### config.mk
export PLATFORM = sky130hd
export DESIGN_NAME = timeout_timer_pool
export DESIGN_NICKNAME = d
export VERILOG_FILES = /design/src/ttp_pkg.sv /design/src/ttp_ctrl.sv /design/src/ttp_dp.sv /design/src/timeout_timer_pool.sv
export VERILOG_INCLUDE_DIRS = /design/src /design/src/src
export SDC_FILE = /design/constraint.sdc
export NUM_CORES = 2
export LEC_CHECK = 0
export ABC_AREA = 1
export BUFFER_PORTS_ARGS = -buffer_cell sky130_fd_sc_hd__buf_2
export CORE_ASPECT_RATIO = 0.7
export CORE_UTILIZATION = 40
export CTS_CLUSTER_DIAMETER = 120
export DETAILED_ROUTE_END_ITERATION = 10
export MAX_ROUTING_LAYER = met4
export SLEW_MARGIN = 20
export SYNTH_ARGS = -nofsm -noshare
export SYNTH_HDL_FRONTEND = slang
export SYNTH_HIERARCHICAL = 1
export SYNTH_SLANG_ARGS = --single-unit
export TNS_END_PERCENT = 100
### constraint.sdc
create_clock -name clk -period 10.1 [get_ports clk]
set_input_delay 1.515 -clock clk [delete_from_list [all_inputs] [get_ports clk]]
set_output_delay 1.515 -clock clk [all_outputs]
set_load 0.02 [all_outputs]
### src/assert_macros.svh
// Assertion helpers shared by the timer pool modules.
`ifndef ASSERT_MACROS_SVH
`define ASSERT_MACROS_SVH

`ifndef SYNTHESIS

// Property must hold at every rising edge out of reset.
`define ASSERT_AT(label, clk, rstn, prop) \
    label: assert property (@(posedge clk) disable iff (!rstn) prop) \
        else $error("assertion failed: %m");

// Expression must never be true out of reset.
`define ASSERT_NEVER(label, clk, rstn, expr) \
    label: assert property (@(posedge clk) disable iff (!rstn) !(expr)) \
        else $error("forbidden condition seen: %m");

`else

`define ASSERT_AT(label, clk, rstn, prop)
`define ASSERT_NEVER(label, clk, rstn, expr)

`endif

`endif

### src/ttp_pkg.sv
`default_nettype none

package ttp_pkg;

    // Opcodes
    localparam logic [2:0] OP_OPEN  = 3'd0;
    localparam logic [2:0] OP_CLOSE = 3'd1;
    localparam logic [2:0] OP_START = 3'd2;
    localparam logic [2:0] OP_STOP  = 3'd3;
    localparam logic [2:0] OP_QUERY = 3'd4;
    localparam logic [2:0] OP_TICK  = 3'd5;

    // Result status codes
    localparam logic [2:0] ST_OK      = 3'd0;
    localparam logic [2:0] ST_ERROR   = 3'd1;
    localparam logic [2:0] ST_EXPIRED = 3'd2;
    localparam logic [2:0] ST_RUNNING = 3'd3;
    localparam logic [2:0] ST_STOPPED = 3'd4;

    localparam int RATE_W = 17;
    localparam logic [RATE_W-1:0] RATE_RESET = 17'd1000;

    // Millisecond conversion: shift-add multiply, then radix-16 restoring divide by 1000
    localparam int REM_W     = 10;
    localparam logic [REM_W-1:0] DIVISOR = 10'd1000;
    localparam int MUL_STEPS = RATE_W;
    localparam int DIV_BITS  = 4;
    localparam int DIV_STEPS = 13;
    localparam int ACC_W     = DIV_BITS * DIV_STEPS;
    localparam int CNT_W     = 5;

    typedef struct packed {
        logic [2:0]  opcode;
        logic [7:0]  slot_handle;
        logic [31:0] duration_ms;
    } ttp_in_t;

    typedef struct packed {
        logic [2:0] status;
        logic [7:0] granted_slot;
    } ttp_out_t;

    typedef struct packed {
        logic       load;
        logic       scan_init;
        logic       scan_step;
        logic       claim;
        logic       close;
        logic       stop;
        logic       tick;
        logic       mul_init;
        logic       mul_step;
        logic       div_step;
        logic       store;
        logic       res_set;
        logic [2:0] res_status;
        logic       res_grant;
        logic       out_load;
    } ttp_cmd_t;

    typedef struct packed {
        logic [2:0] op;
        logic       handle_ok;
        logic       in_use;
        logic       running;
        logic       scan_free;
        logic       scan_last;
        logic       cnt_zero;
        logic       expired;
        logic       out_busy;
    } ttp_sts_t;

endpackage

`default_nettype wire

### src/ttp_ctrl.sv
`default_nettype none
`include "assert_macros.svh"

module ttp_ctrl
    import ttp_pkg::*;
(
    input  wire logic     clk,
    input  wire logic     rst_n,
    input  wire logic     in_valid,
    output logic          in_ready,
    input  wire ttp_sts_t sts,
    output ttp_cmd_t      cmd
);

    localparam logic [2:0] S_IDLE   = 3'd0;
    localparam logic [2:0] S_DECODE = 3'd1;
    localparam logic [2:0] S_SCAN   = 3'd2;
    localparam logic [2:0] S_QUERY  = 3'd3;
    localparam logic [2:0] S_MUL    = 3'd4;
    localparam logic [2:0] S_DIV    = 3'd5;
    localparam logic [2:0] S_STORE  = 3'd6;
    localparam logic [2:0] S_RESP   = 3'd7;

    logic [2:0] state_reg;
    logic [2:0] state_next;
    logic       slot_ok;

    assign in_ready = (state_reg == S_IDLE);
    assign slot_ok  = sts.handle_ok && sts.in_use;

    always_comb
    begin
        cmd        = '0;
        state_next = state_reg;
        unique case (state_reg)
            S_IDLE:
            begin
                if (in_valid)
                begin
                    cmd.load   = 1'b1;
                    state_next = S_DECODE;
                end
            end
            S_DECODE:
            begin
                cmd.res_set    = 1'b1;
                cmd.res_status = ST_ERROR;
                state_next     = S_RESP;
                unique case (sts.op)
                    OP_OPEN:
                    begin
                        cmd.res_set   = 1'b0;
                        cmd.scan_init = 1'b1;
                        state_next    = S_SCAN;
                    end
                    OP_CLOSE:
                    begin
                        if (sts.handle_ok)
                        begin
                            cmd.close      = 1'b1;
                            cmd.res_status = ST_OK;
                        end
                    end
                    OP_START:
                    begin
                        if (slot_ok)
                        begin
                            cmd.res_set  = 1'b0;
                            cmd.mul_init = 1'b1;
                            state_next   = S_MUL;
                        end
                    end
                    OP_STOP:
                    begin
                        if (slot_ok)
                        begin
                            cmd.stop       = 1'b1;
                            cmd.res_status = ST_OK;
                        end
                    end
                    OP_QUERY:
                    begin
                        if (slot_ok && !sts.running)
                        begin
                            cmd.res_status = ST_STOPPED;
                        end
                        else if (slot_ok)
                        begin
                            // go to S_QUERY so that the registered expiry read is valid
                            cmd.res_set = 1'b0;
                            state_next  = S_QUERY;
                        end
                    end
                    OP_TICK:
                    begin
                        cmd.tick       = 1'b1;
                        cmd.res_status = ST_OK;
                    end
                    default:
                    begin
                        cmd.res_status = ST_ERROR;
                    end
                endcase
            end
            S_SCAN:
            begin
                if (sts.scan_free)
                begin
                    cmd.claim      = 1'b1;
                    cmd.res_set    = 1'b1;
                    cmd.res_status = ST_OK;
                    cmd.res_grant  = 1'b1;
                    state_next     = S_RESP;
                end
                else if (sts.scan_last)
                begin
                    cmd.res_set    = 1'b1;
                    cmd.res_status = ST_ERROR;
                    state_next     = S_RESP;
                end
                else
                begin
                    cmd.scan_step = 1'b1;
                end
            end
            S_QUERY:
            begin
                cmd.res_set    = 1'b1;
                cmd.res_status = sts.expired ? ST_EXPIRED : ST_RUNNING;
                state_next     = S_RESP;
            end
            S_MUL:
            begin
                cmd.mul_step = 1'b1;
                if (sts.cnt_zero)
                begin
                    state_next = S_DIV;
                end
            end
            S_DIV:
            begin
                cmd.div_step = 1'b1;
                if (sts.cnt_zero)
                begin
                    state_next = S_STORE;
                end
            end
            S_STORE:
            begin
                cmd.store      = 1'b1;
                cmd.res_set    = 1'b1;
                cmd.res_status = ST_OK;
                state_next     = S_RESP;
            end
            S_RESP:
            begin
                // hold until the output register is free
                if (!sts.out_busy)
                begin
                    cmd.out_load = 1'b1;
                    state_next   = S_IDLE;
                end
            end
            default:
            begin
                state_next = S_IDLE;
            end
        endcase
    end

    always_ff @(posedge clk or negedge rst_n)
    begin
        if (!rst_n)
        begin
            state_reg <= S_IDLE;
        end
        else
        begin
            state_reg <= state_next;
        end
    end

    `ASSERT_AT(a_arith_only_start, clk, rst_n,
        (state_reg == S_MUL || state_reg == S_DIV || state_reg == S_STORE) |-> sts.op == OP_START)
    `ASSERT_AT(a_resp_holds_when_busy, clk, rst_n,
        (state_reg == S_RESP && sts.out_busy) |=> state_reg == S_RESP)
    `ASSERT_AT(a_ready_after_beat, clk, rst_n, cmd.out_load |=> in_ready)

endmodule

`default_nettype wire

### src/ttp_dp.sv
`default_nettype none
`include "assert_macros.svh"

module ttp_dp
    import ttp_pkg::*;
#(
    parameter int TIMER_COUNT = 32
)
(
    input  wire logic              clk,
    input  wire logic              rst_n,
    input  wire ttp_in_t           in_data,
    input  wire logic              cfg_valid,
    output logic                   cfg_ready,
    input  wire logic [RATE_W-1:0] cfg_data,
    output logic                   out_valid,
    input  wire logic              out_ready,
    output ttp_out_t               out_data,
    input  wire ttp_cmd_t          cmd,
    output ttp_sts_t               sts
);

    localparam int SLOT_W = (TIMER_COUNT > 1) ? $clog2(TIMER_COUNT) : 1;

    logic [2:0]             op_reg;
    logic [7:0]             handle_reg;
    logic [31:0]            ms_reg;
    logic [TIMER_COUNT-1:0] in_use_reg;
    logic [TIMER_COUNT-1:0] running_reg;
    logic [31:0]            tick_now_reg;
    logic [RATE_W-1:0]      rate_reg;
    logic [SLOT_W-1:0]      scan_reg;
    logic [CNT_W-1:0]       cnt_reg;
    logic [ACC_W-1:0]       acc_reg;
    logic [REM_W-1:0]       rem_reg;
    logic [2:0]             res_status_reg;
    logic [7:0]             res_grant_reg;
    ttp_out_t               out_data_reg;
    logic                   out_valid_reg;
    logic [31:0]            exp_mem [TIMER_COUNT];
    logic [31:0]            exp_rd_reg;

    logic [SLOT_W-1:0]      idx;
    logic                   handle_ok;
    logic [ACC_W-1:0]       mul_next;
    logic [ACC_W-1:0]       div_acc;
    logic [REM_W-1:0]       div_rem;
    logic [REM_W:0]         trial;
    logic [31:0]            quo;
    logic [31:0]            ticks;
    logic [31:0]            expiry_new;
    logic [31:0]            age;

    assign idx       = handle_reg[SLOT_W-1:0];
    assign handle_ok = ({1'b0, handle_reg} < 9'(TIMER_COUNT));
    assign cfg_ready = 1'b1;

    // one bit of the rate per step, MSB first
    assign mul_next = {acc_reg[ACC_W-2:0], 1'b0}
                    + (rate_reg[cnt_reg] ? ACC_W'(ms_reg) : '0);

    always_comb
    begin
        div_acc = acc_reg;
        div_rem = rem_reg;
        trial   = '0;
        for (int k = 0; k < DIV_BITS; k++)
        begin
            trial   = {div_rem, div_acc[ACC_W-1]};
            div_acc = {div_acc[ACC_W-2:0], 1'b0};
            if (trial >= {1'b0, DIVISOR})
            begin
                div_rem    = REM_W'(trial - {1'b0, DIVISOR});
                div_acc[0] = 1'b1;
            end
            else
            begin
                div_rem = trial[REM_W-1:0];
            end
        end
    end

    // nonzero duration gets at least one tick
    assign quo        = acc_reg[31:0];
    assign ticks      = (ms_reg != 32'd0 && quo == 32'd0) ? 32'd1 : quo;
    assign expiry_new = tick_now_reg + ticks;
    // wrap-safe: expired when now - expiry lands in the lower half range
    assign age        = tick_now_reg - exp_rd_reg;

    always_comb
    begin
        sts           = '0;
        sts.op        = op_reg;
        sts.handle_ok = handle_ok;
        sts.in_use    = in_use_reg[idx];
        sts.running   = running_reg[idx];
        sts.scan_free = !in_use_reg[scan_reg];
        sts.scan_last = (scan_reg == SLOT_W'(TIMER_COUNT - 1));
        sts.cnt_zero  = (cnt_reg == '0);
        sts.expired   = !age[31];
        sts.out_busy  = out_valid_reg && !out_ready;
    end

    always_ff @(posedge clk)
    begin
        if (cmd.load)
        begin
            op_reg     <= in_data.opcode;
            handle_reg <= in_data.slot_handle;
            ms_reg     <= in_data.duration_ms;
        end
        if (cmd.scan_init)
        begin
            scan_reg <= '0;
        end
        else if (cmd.scan_step)
        begin
            scan_reg <= scan_reg + 1'b1;
        end
        if (cmd.mul_init)
        begin
            acc_reg <= '0;
        end
        else if (cmd.mul_step)
        begin
            acc_reg <= mul_next;
            rem_reg <= '0;
        end
        else if (cmd.div_step)
        begin
            acc_reg <= div_acc;
            rem_reg <= div_rem;
        end
        if (cmd.res_set)
        begin
            res_status_reg <= cmd.res_status;
            res_grant_reg  <= cmd.res_grant ? 8'(scan_reg) : 8'd0;
        end
        if (cmd.out_load)
        begin
            out_data_reg.status       <= res_status_reg;
            out_data_reg.granted_slot <= res_grant_reg;
        end
    end

    always_ff @(posedge clk or negedge rst_n)
    begin
        if (!rst_n)
        begin
            in_use_reg    <= '0;
            running_reg   <= '0;
            tick_now_reg  <= '0;
            rate_reg      <= RATE_RESET;
            cnt_reg       <= '0;
            out_valid_reg <= 1'b0;
        end
        else
        begin
            if (cfg_valid)
            begin
                rate_reg <= cfg_data;
            end
            if (cmd.tick)
            begin
                tick_now_reg <= tick_now_reg + 32'd1;
            end
            if (cmd.claim)
            begin
                in_use_reg[scan_reg]  <= 1'b1;
                running_reg[scan_reg] <= 1'b0;
            end
            if (cmd.close)
            begin
                in_use_reg[idx]  <= 1'b0;
                running_reg[idx] <= 1'b0;
            end
            if (cmd.stop)
            begin
                running_reg[idx] <= 1'b0;
            end
            if (cmd.store)
            begin
                running_reg[idx] <= 1'b1;
            end
            if (cmd.mul_init)
            begin
                cnt_reg <= CNT_W'(MUL_STEPS - 1);
            end
            else if (cmd.mul_step)
            begin
                // last multiply step arms the divide count
                cnt_reg <= (cnt_reg == '0) ? CNT_W'(DIV_STEPS - 1) : cnt_reg - 1'b1;
            end
            else if (cmd.div_step)
            begin
                cnt_reg <= cnt_reg - 1'b1;
            end
            if (cmd.out_load)
            begin
                out_valid_reg <= 1'b1;
            end
            else if (out_ready)
            begin
                out_valid_reg <= 1'b0;
            end
        end
    end

    // expiry store; the read register samples every cycle, but a query only uses it for a running slot
    always_ff @(posedge clk)
    begin
        if (cmd.store)
        begin
            exp_mem[idx] <= expiry_new;
        end
        exp_rd_reg <= exp_mem[idx];
    end

    assign out_valid = out_valid_reg;
    assign out_data  = out_data_reg;

    `ASSERT_AT(a_claim_free_slot, clk, rst_n, cmd.claim |-> !in_use_reg[scan_reg])
    `ASSERT_AT(a_store_open_slot, clk, rst_n, cmd.store |-> handle_ok && in_use_reg[idx])
    `ASSERT_NEVER(a_running_needs_open, clk, rst_n, (running_reg & ~in_use_reg) != '0)

endmodule

`default_nettype wire

### src/timeout_timer_pool.sv
//  channel | dir | handshake             | beat payload
//  --------+-----+-----------------------+-------------------------------------
//  in      | in  | in_valid / in_ready   | ttp_in_t  opcode, slot_handle, duration_ms
//  out     | out | out_valid / out_ready | ttp_out_t status, granted_slot
//  cfg     | in  | cfg_valid / cfg_ready | tick_rate_hz, 17 bits (always ready)
//
//  One item at a time; one result beat per input beat, from a registered output.
//  Close, stop, tick and bad handles go from decode straight to the response state;
//  a query of a running slot passes through a query state first. Open scans one
//  slot per cycle from slot 0. Start runs a 17-step shift-add multiply and a
//  13-step divide by 1000 (4 quotient bits per step).
//  Reset clears flags, tick count and output valid and sets the rate to 1000; no clearing pass.
//  A stalled result holds the block in its response state; input stays not ready.
`default_nettype none

module timeout_timer_pool
    import ttp_pkg::*;
#(
    parameter int TIMER_COUNT = 32
)
(
    input  wire logic              clk,
    input  wire logic              rst_n,
    input  wire logic              in_valid,
    output logic                   in_ready,
    input  wire ttp_in_t           in_data,
    output logic                   out_valid,
    input  wire logic              out_ready,
    output ttp_out_t               out_data,
    input  wire logic              cfg_valid,
    output logic                   cfg_ready,
    input  wire logic [RATE_W-1:0] cfg_data
);

    ttp_cmd_t cmd;
    ttp_sts_t sts;

    ttp_ctrl u_ctrl (
        .clk      (clk),
        .rst_n    (rst_n),
        .in_valid (in_valid),
        .in_ready (in_ready),
        .sts      (sts),
        .cmd      (cmd)
    );

    ttp_dp #(
        .TIMER_COUNT (TIMER_COUNT)
    ) u_dp (
        .clk       (clk),
        .rst_n     (rst_n),
        .in_data   (in_data),
        .cfg_valid (cfg_valid),
        .cfg_ready (cfg_ready),
        .cfg_data  (cfg_data),
        .out_valid (out_valid),
        .out_ready (out_ready),
        .out_data  (out_data),
        .cmd       (cmd),
        .sts       (sts)
    );

endmodule

`default_nettype wire
# After elaboration in Yosys (flattened, before gate mapping)
# Memories as Yosys holds them, arrays and structs flattened. A register that Yosys moved wholly into a read port is not among the register bits.
# Cells that the tools add are included.
[op_classes]
order_cmp = 10
muxes = 82
bitwise_logic = 9
n_eq_ne = 18
addsub = 10
n_reduce_logical = 19
[op_table]
columns = ["operator", "count"]
rows = [
  ["2-to-1 mux 32 bit", 8],
  ["AND 32 bit", 4],
  ["2-to-1 mux 52 bit", 2],
  ["inverter 32 bit", 2],
  ["bitwise OR 32 bit", 2],
  ["adder 52 bit", 1],
  ["2-to-1 mux 10 bit", 5],
  [">= comparator 11 x 10 -> 1 bit (second input constant)", 4],
  ["subtractor 10 bit (second input constant)", 4],
  ["2-to-1 mux 1 bit", 38],
  ["adder 32 x 1 -> 32 bit (second input constant)", 1],
  ["adder 32 bit", 1],
  ["logical NOT 32 bit", 1],
  ["nonzero test 32 bit", 1],
  ["subtractor 32 bit", 1],
  ["2-to-1 mux 3 bit", 9],
  ["one-hot mux 3 bit (7 select lines)", 1],
  ["binary-select mux 1 bit (select 5 bit)", 4],
  ["2-to-1 mux 5 bit", 4],
  ["equality test 3 bit (second input constant)", 6],
  ["less-than comparator 5 x 6 -> 1 bit (second input constant)", 3],
  ["one-hot mux 4 bit (4 select lines)", 1],
  ["equality test 3 x 2 -> 1 bit (second input constant)", 4],
  ["2-to-1 mux 4 bit", 3],
  ["23 further kinds", 38],
]
[totals]
in_bits = 65
mem_count = 1
ff_bits = 254
wordCells = 167
mem_bits_rw = 1024
[mem_list]
columns = ["name", "words", "word_bits", "read_ports", "rd_ports_with_merged_regs", "write_ports", "line_no", "source"]
rows = [
  ["u_dp.exp_mem", 32, 32, 1, 1, 1, "ttp_dp.sv:40", "logic [31:0] exp_mem [TIMER_COUNT];"],
]

# Depth between registers and ports, before layout
[depth]
ltp_word = 13
ltp_mapped = 30

# Hierarchy
# Netlist, hierarchy kept.
[modules_own_cells]
columns = ["module", "area_per_inst_um2", "cells_each", "n_inst"]
rows = [
  ["ttp_dp", 54434.7, 4258, 1],
  ["ttp_ctrl", 560.5, 95, 1],
]

# Least setup slack after synthesis
# No wires, ideal clock.
[synth_timing]
path_kind = "input to register"
startpoint = "input in_valid"
endpoint = "register u_dp.handle_reg[0] (enable)"
setup_time_ns = 0.497
slack_ns = 5.045
cell_stages = 2
arrival_time_ns = 4.558
path_cell_list = "inv_1 -> nor3_1"
[synth_lines]
columns = ["element", "line_no", "source"]
rows = [
  ["start: declaration", "timeout_timer_pool.sv:24", "input wire logic in_valid,"],
  ["end signal: assignment", "ttp_dp.sv:109", "handle_reg <= in_data.slot_handle;"],
  ["end: declaration", "ttp_dp.sv:26", "logic [7:0] handle_reg;"],
]

# Final worst setup path
[layout_timing]
startpoint = "register u_dp.ms_reg[31]"
endpoint = "memory u_dp.exp_mem[28][29], data pin"
[layout_between]
elab_chain_cells = 4
[layout_rtl]
columns = ["element", "line_no", "source"]
rows = [
  ["start: declaration", "ttp_dp.sv:27", "logic [31:0] ms_reg;"],
  ["start signal: assignment", "ttp_dp.sv:110", "ms_reg <= in_data.duration_ms;"],
  ["nonzero test 32 bit", "ttp_dp.sv:85", "assign ticks = (ms_reg != 32'd0 && quo == 32'd0) ? 32'd1 : quo;"],
  ["logical AND 1 bit", "ttp_dp.sv:85", ""],
  ["2-to-1 mux 32 bit", "ttp_dp.sv:85", ""],
  ["adder 32 bit", "ttp_dp.sv:86", "assign expiry_new = tick_now_reg + ticks;"],
  ["named net u_dp.expiry_new[29]", "ttp_dp.sv:51", "logic [31:0] expiry_new;"],
  ["end: declaration", "ttp_dp.sv:40", ""],
]
# The timed path passes the listed nets, and every way through them passes these cells.

==> metrics <==
maximum fanout along the worst path 32; number of buffers on the longest clock path 3; Setup-failing EPs final 0; area share of xor/xnor cells in the synthesized design 1.64%; highest-count cells in the layout ignoring fill and taps sky130_fd_sc_hd__edfxtp_1, sky130_fd_sc_hd__a22oi_1, sky130_fd_sc_hd__nand2_1, sky130_fd_sc_hd__inv_1, sky130_fd_sc_hd__a21oi_1; I/O pin count 79; average size of a mapped cell 12.6 um^2; share of the synthesized area in compound gates (AO/OA/AOI/OAI) 15.7%; most frequent standard cell in the layout excluding fill and tap cells sky130_fd_sc_hd__edfxtp_1; worst slew slack as a fraction of its limit 20.6%; leakage power of the design 22.4 nW; hold-fix buffers at CTS 0; Post-DP HPWL 87600 um; number of distinct library cells after synthesis 63; area of the multi-input gates 0.0156 mm^2; count of nets after finishing 4571; Largest register FFs 1024; placed insts 6128; global-route wire length before repair 233000 um; Post-DP Area 0.0580 mm^2; # DRC 0; Initial DRT Pass Iterations 6; Syn Std Cell Area 0.0550 mm^2; Max Fclk 165 MHz; number of buffers created by CTS 114; clock-pin transition on the worst setup and hold timing paths 0.07 ns; global-route met1 utilization 34.0%; post-cts repair resize count 0; maximum capacitance violations 0; effective utilization at floorplan 40.4%; critical path launch point type register; count of yosys warnings during synthesis 6; maximum number of pins on one net before global-route repair 109; Fill cells 12293; combinational group share of total power 26.6%; flip-flop cell with the highest count after synthesis sky130_fd_sc_hd__edfxtp_1; routed via count divided by cell count 5.77; post-route cell area 0.0618 mm^2; Final Wtd Congestion 0.885; height of the chip 312 um; CTS tree built; proportion of synthesized flip-flops having asynchronous set or reset 9.36%; number of port buffers 74; number of synthesized flops with an enable pin 1093; pwr dens 256 mW/mm^2; die area 0.139 mm^2; number of levels the H-tree was split into 3; Reg power frac 45.5%; area added between synthesis and finish 12.3%; grt ovf 0; register area 0.0377 mm^2; dominant combinational cell family by area after synthesis compound AO/OA/AOI/OAI gates; area fraction in and, or, nand and nor cells after synthesis 7.33%; worst hold path type reg2reg; worst voltage drop across the vdd grid 159 uV; Worst-Margin Slew 1.19 ns; Post-Layout Cell Count 6349; worst endpoint required time 10.53 ns; count of state elements after synthesis 1304; Final Hold Violating Endpoints 0; initial antenna violation count 9; final critical-path required period 6.07 ns; worst path arrival time 6.51 ns; number of global-route vias before repair 34298; result of the run finished clean; met2 demand-to-capacity share in global routing 32.6%; die width 445 um; P_sw 5.33 mW; Setup Crit Path Kind reg2reg; total core area 0.136 mm^2; number of design-rule violations left by the first detailed-router iteration 4391; overall routing resource usage 23.3%; share of final-layout standard cells stronger than drive strength 1 11.3%; Sw Share 33.7%; multiplexer share of the synthesized area 0.266%; cell internal power dissipation 10.5 mW; max-slew violation total from the final report 0; clock latency of the later-clocked register in the worst-skew pair 0.74 ns; sequential fraction of the synthesis area 68.5%; setup repair after global routing missed its margin false; vias post-DR 36645; num rows 113; category of the worst setup path capture point register; number of instances in the synthesized netlist 4353; final total power 15.8 mW; Post-CTS Setup Inserts 0; Total Wirelength 160000 um; number of nets with antenna violations after routing 0; global-route layer with the greatest usage met1; clock network fraction of design power 27.9%; post-route clock skew 0.0286 ns; synthesized-area fraction occupied by adder cells 2.35%; WL per Instance 25.3 um; global routing met3 resource utilization 5.26%; number of sinks handled by clock tree synthesis 1304; setup TNS 0 ns; share of the cycle needed by the critical path after routing 60.1%; root buf cell sky130_fd_sc_hd__clkbuf_16
routing by layer:
layer  routed length (um)  share of wire (%)  vias up
met5                    0                  0        -
met3                16400                 10      261
met2                68100                 42     1800
li1                     -                  -    16370
met4                 4010                2.5        0
met1                71800                 45    18214
path summary, 6_finish.rpt:
| check | start | end | slack, ns | depth (start not counted) |
|---|---|---|---|---|
| min in group asynchronous | rst_n | u_dp/in_use_reg[2] | 0.81 | 1 |
| worst min register to register | u_dp/res_status_reg[0] | u_dp/out_data[8] | 0.42 | 0 |
| worst max-delay path | u_dp/ms_reg[31] | u_dp/exp_mem[28][29] | 4.03 | 22 |
| worst max register to register | u_dp/ms_reg[31] | u_dp/exp_mem[28][29] | 4.03 | 22 |
| max in group asynchronous | rst_n | u_dp/tick_now_reg[31] | 8.05 | 2 |
| worst min-delay path | u_dp/res_status_reg[0] | u_dp/out_data[8] | 0.42 | 0 |
synth_stat cells (all sizes together), types with 38 or more instances:
library cell	number	area [um^2]
a21boi	52	390
a22oi	544	4080
nand4	43	269
dfrtp	116	2900
xor2	63	571
clkbuf	191	718
a21oi	264	1330
edfxtp	1093	32800
inv	361	1360
xnor2	38	333
nor3	50	285
buf	47	226
ha	100	1250
nor2	224	891
nand3	81	443
dfxtp	89	1780
nand2	497	1960
o21ai	228	1150
o22ai	39	244
area by class of cell:
type                    count  area share, %
clock inverters            58          0.903
multi-input cells        2446           25.2
well taps                1840           3.73
diodes                      3         0.0122
repair buffers            171           1.81
clock buffers             160           5.09
flip-flops and latches   1304           61.0
inverters                 367           2.26
cell families (layout without fill, tap and decap cells):
family          Yosys count  after routing
xor+xnor                101            101
other cells               2              7
simple gates            922            922
flops                  1304           1304
buf+inv                 605            756
mux                      13             13
compound gates         1304           1304
fa+ha+maj               102            102
worst max-delay path: stages (launching register included):
cell and delay (ns):
sky130_fd_sc_hd__edfxtp_1 0.38, sky130_fd_sc_hd__inv_1 0.08, sky130_fd_sc_hd__nand4_1 0.13, sky130_fd_sc_hd__nor4_2 0.64
sky130_fd_sc_hd__nand4_1 0.21, sky130_fd_sc_hd__nand3_1 0.17, sky130_fd_sc_hd__nand2_1 0.07, sky130_fd_sc_hd__ha_1 0.22
sky130_fd_sc_hd__nand3_1 0.07, sky130_fd_sc_hd__nand3_1 0.12, sky130_fd_sc_hd__a21o_1 0.18, sky130_fd_sc_hd__a21oi_1 0.24
sky130_fd_sc_hd__o21ai_0 0.13, sky130_fd_sc_hd__a21oi_1 0.33, sky130_fd_sc_hd__o21bai_1 0.24, sky130_fd_sc_hd__nand2_1 0.11
sky130_fd_sc_hd__nand2_1 0.10, sky130_fd_sc_hd__a21boi_0 0.43, sky130_fd_sc_hd__o21ai_0 0.45, sky130_fd_sc_hd__a21boi_0 0.53
sky130_fd_sc_hd__nor2_1 0.07, sky130_fd_sc_hd__nor2_1 0.26, sky130_fd_sc_hd__xor2_4 0.59
per-stage QoR:
step	util [%]	hold WS [ns]	setup slack [ns]
4_1_cts	45.4	0.423	3.45
2_1_floorplan	-	0.400	5.05
6_report	45.4	0.421	4.03
3_5_place_dp	42.6	0.408	3.49
5_1_grt	45.4	0.425	3.32
3_3_place_gp	42.6	0.403	3.56
power groups by stage:
| stage | Clock (mW) | Combinational (mW) | Sequential [mW] |
|---|---|---|---|
| floorplan | 0 | 2.83 | 7.20 |
| global route | 4.66 | 4.62 | 7.23 |
| finish | 4.41 | 4.19 | 7.18 |
| detailed placement | 0 | 4.11 | 7.29 |
| CTS | 4.47 | 4.13 | 7.18 |
| global placement | 0 | 4.06 | 7.29 |
No activity file was read; power rests on OpenSTA's default activity.
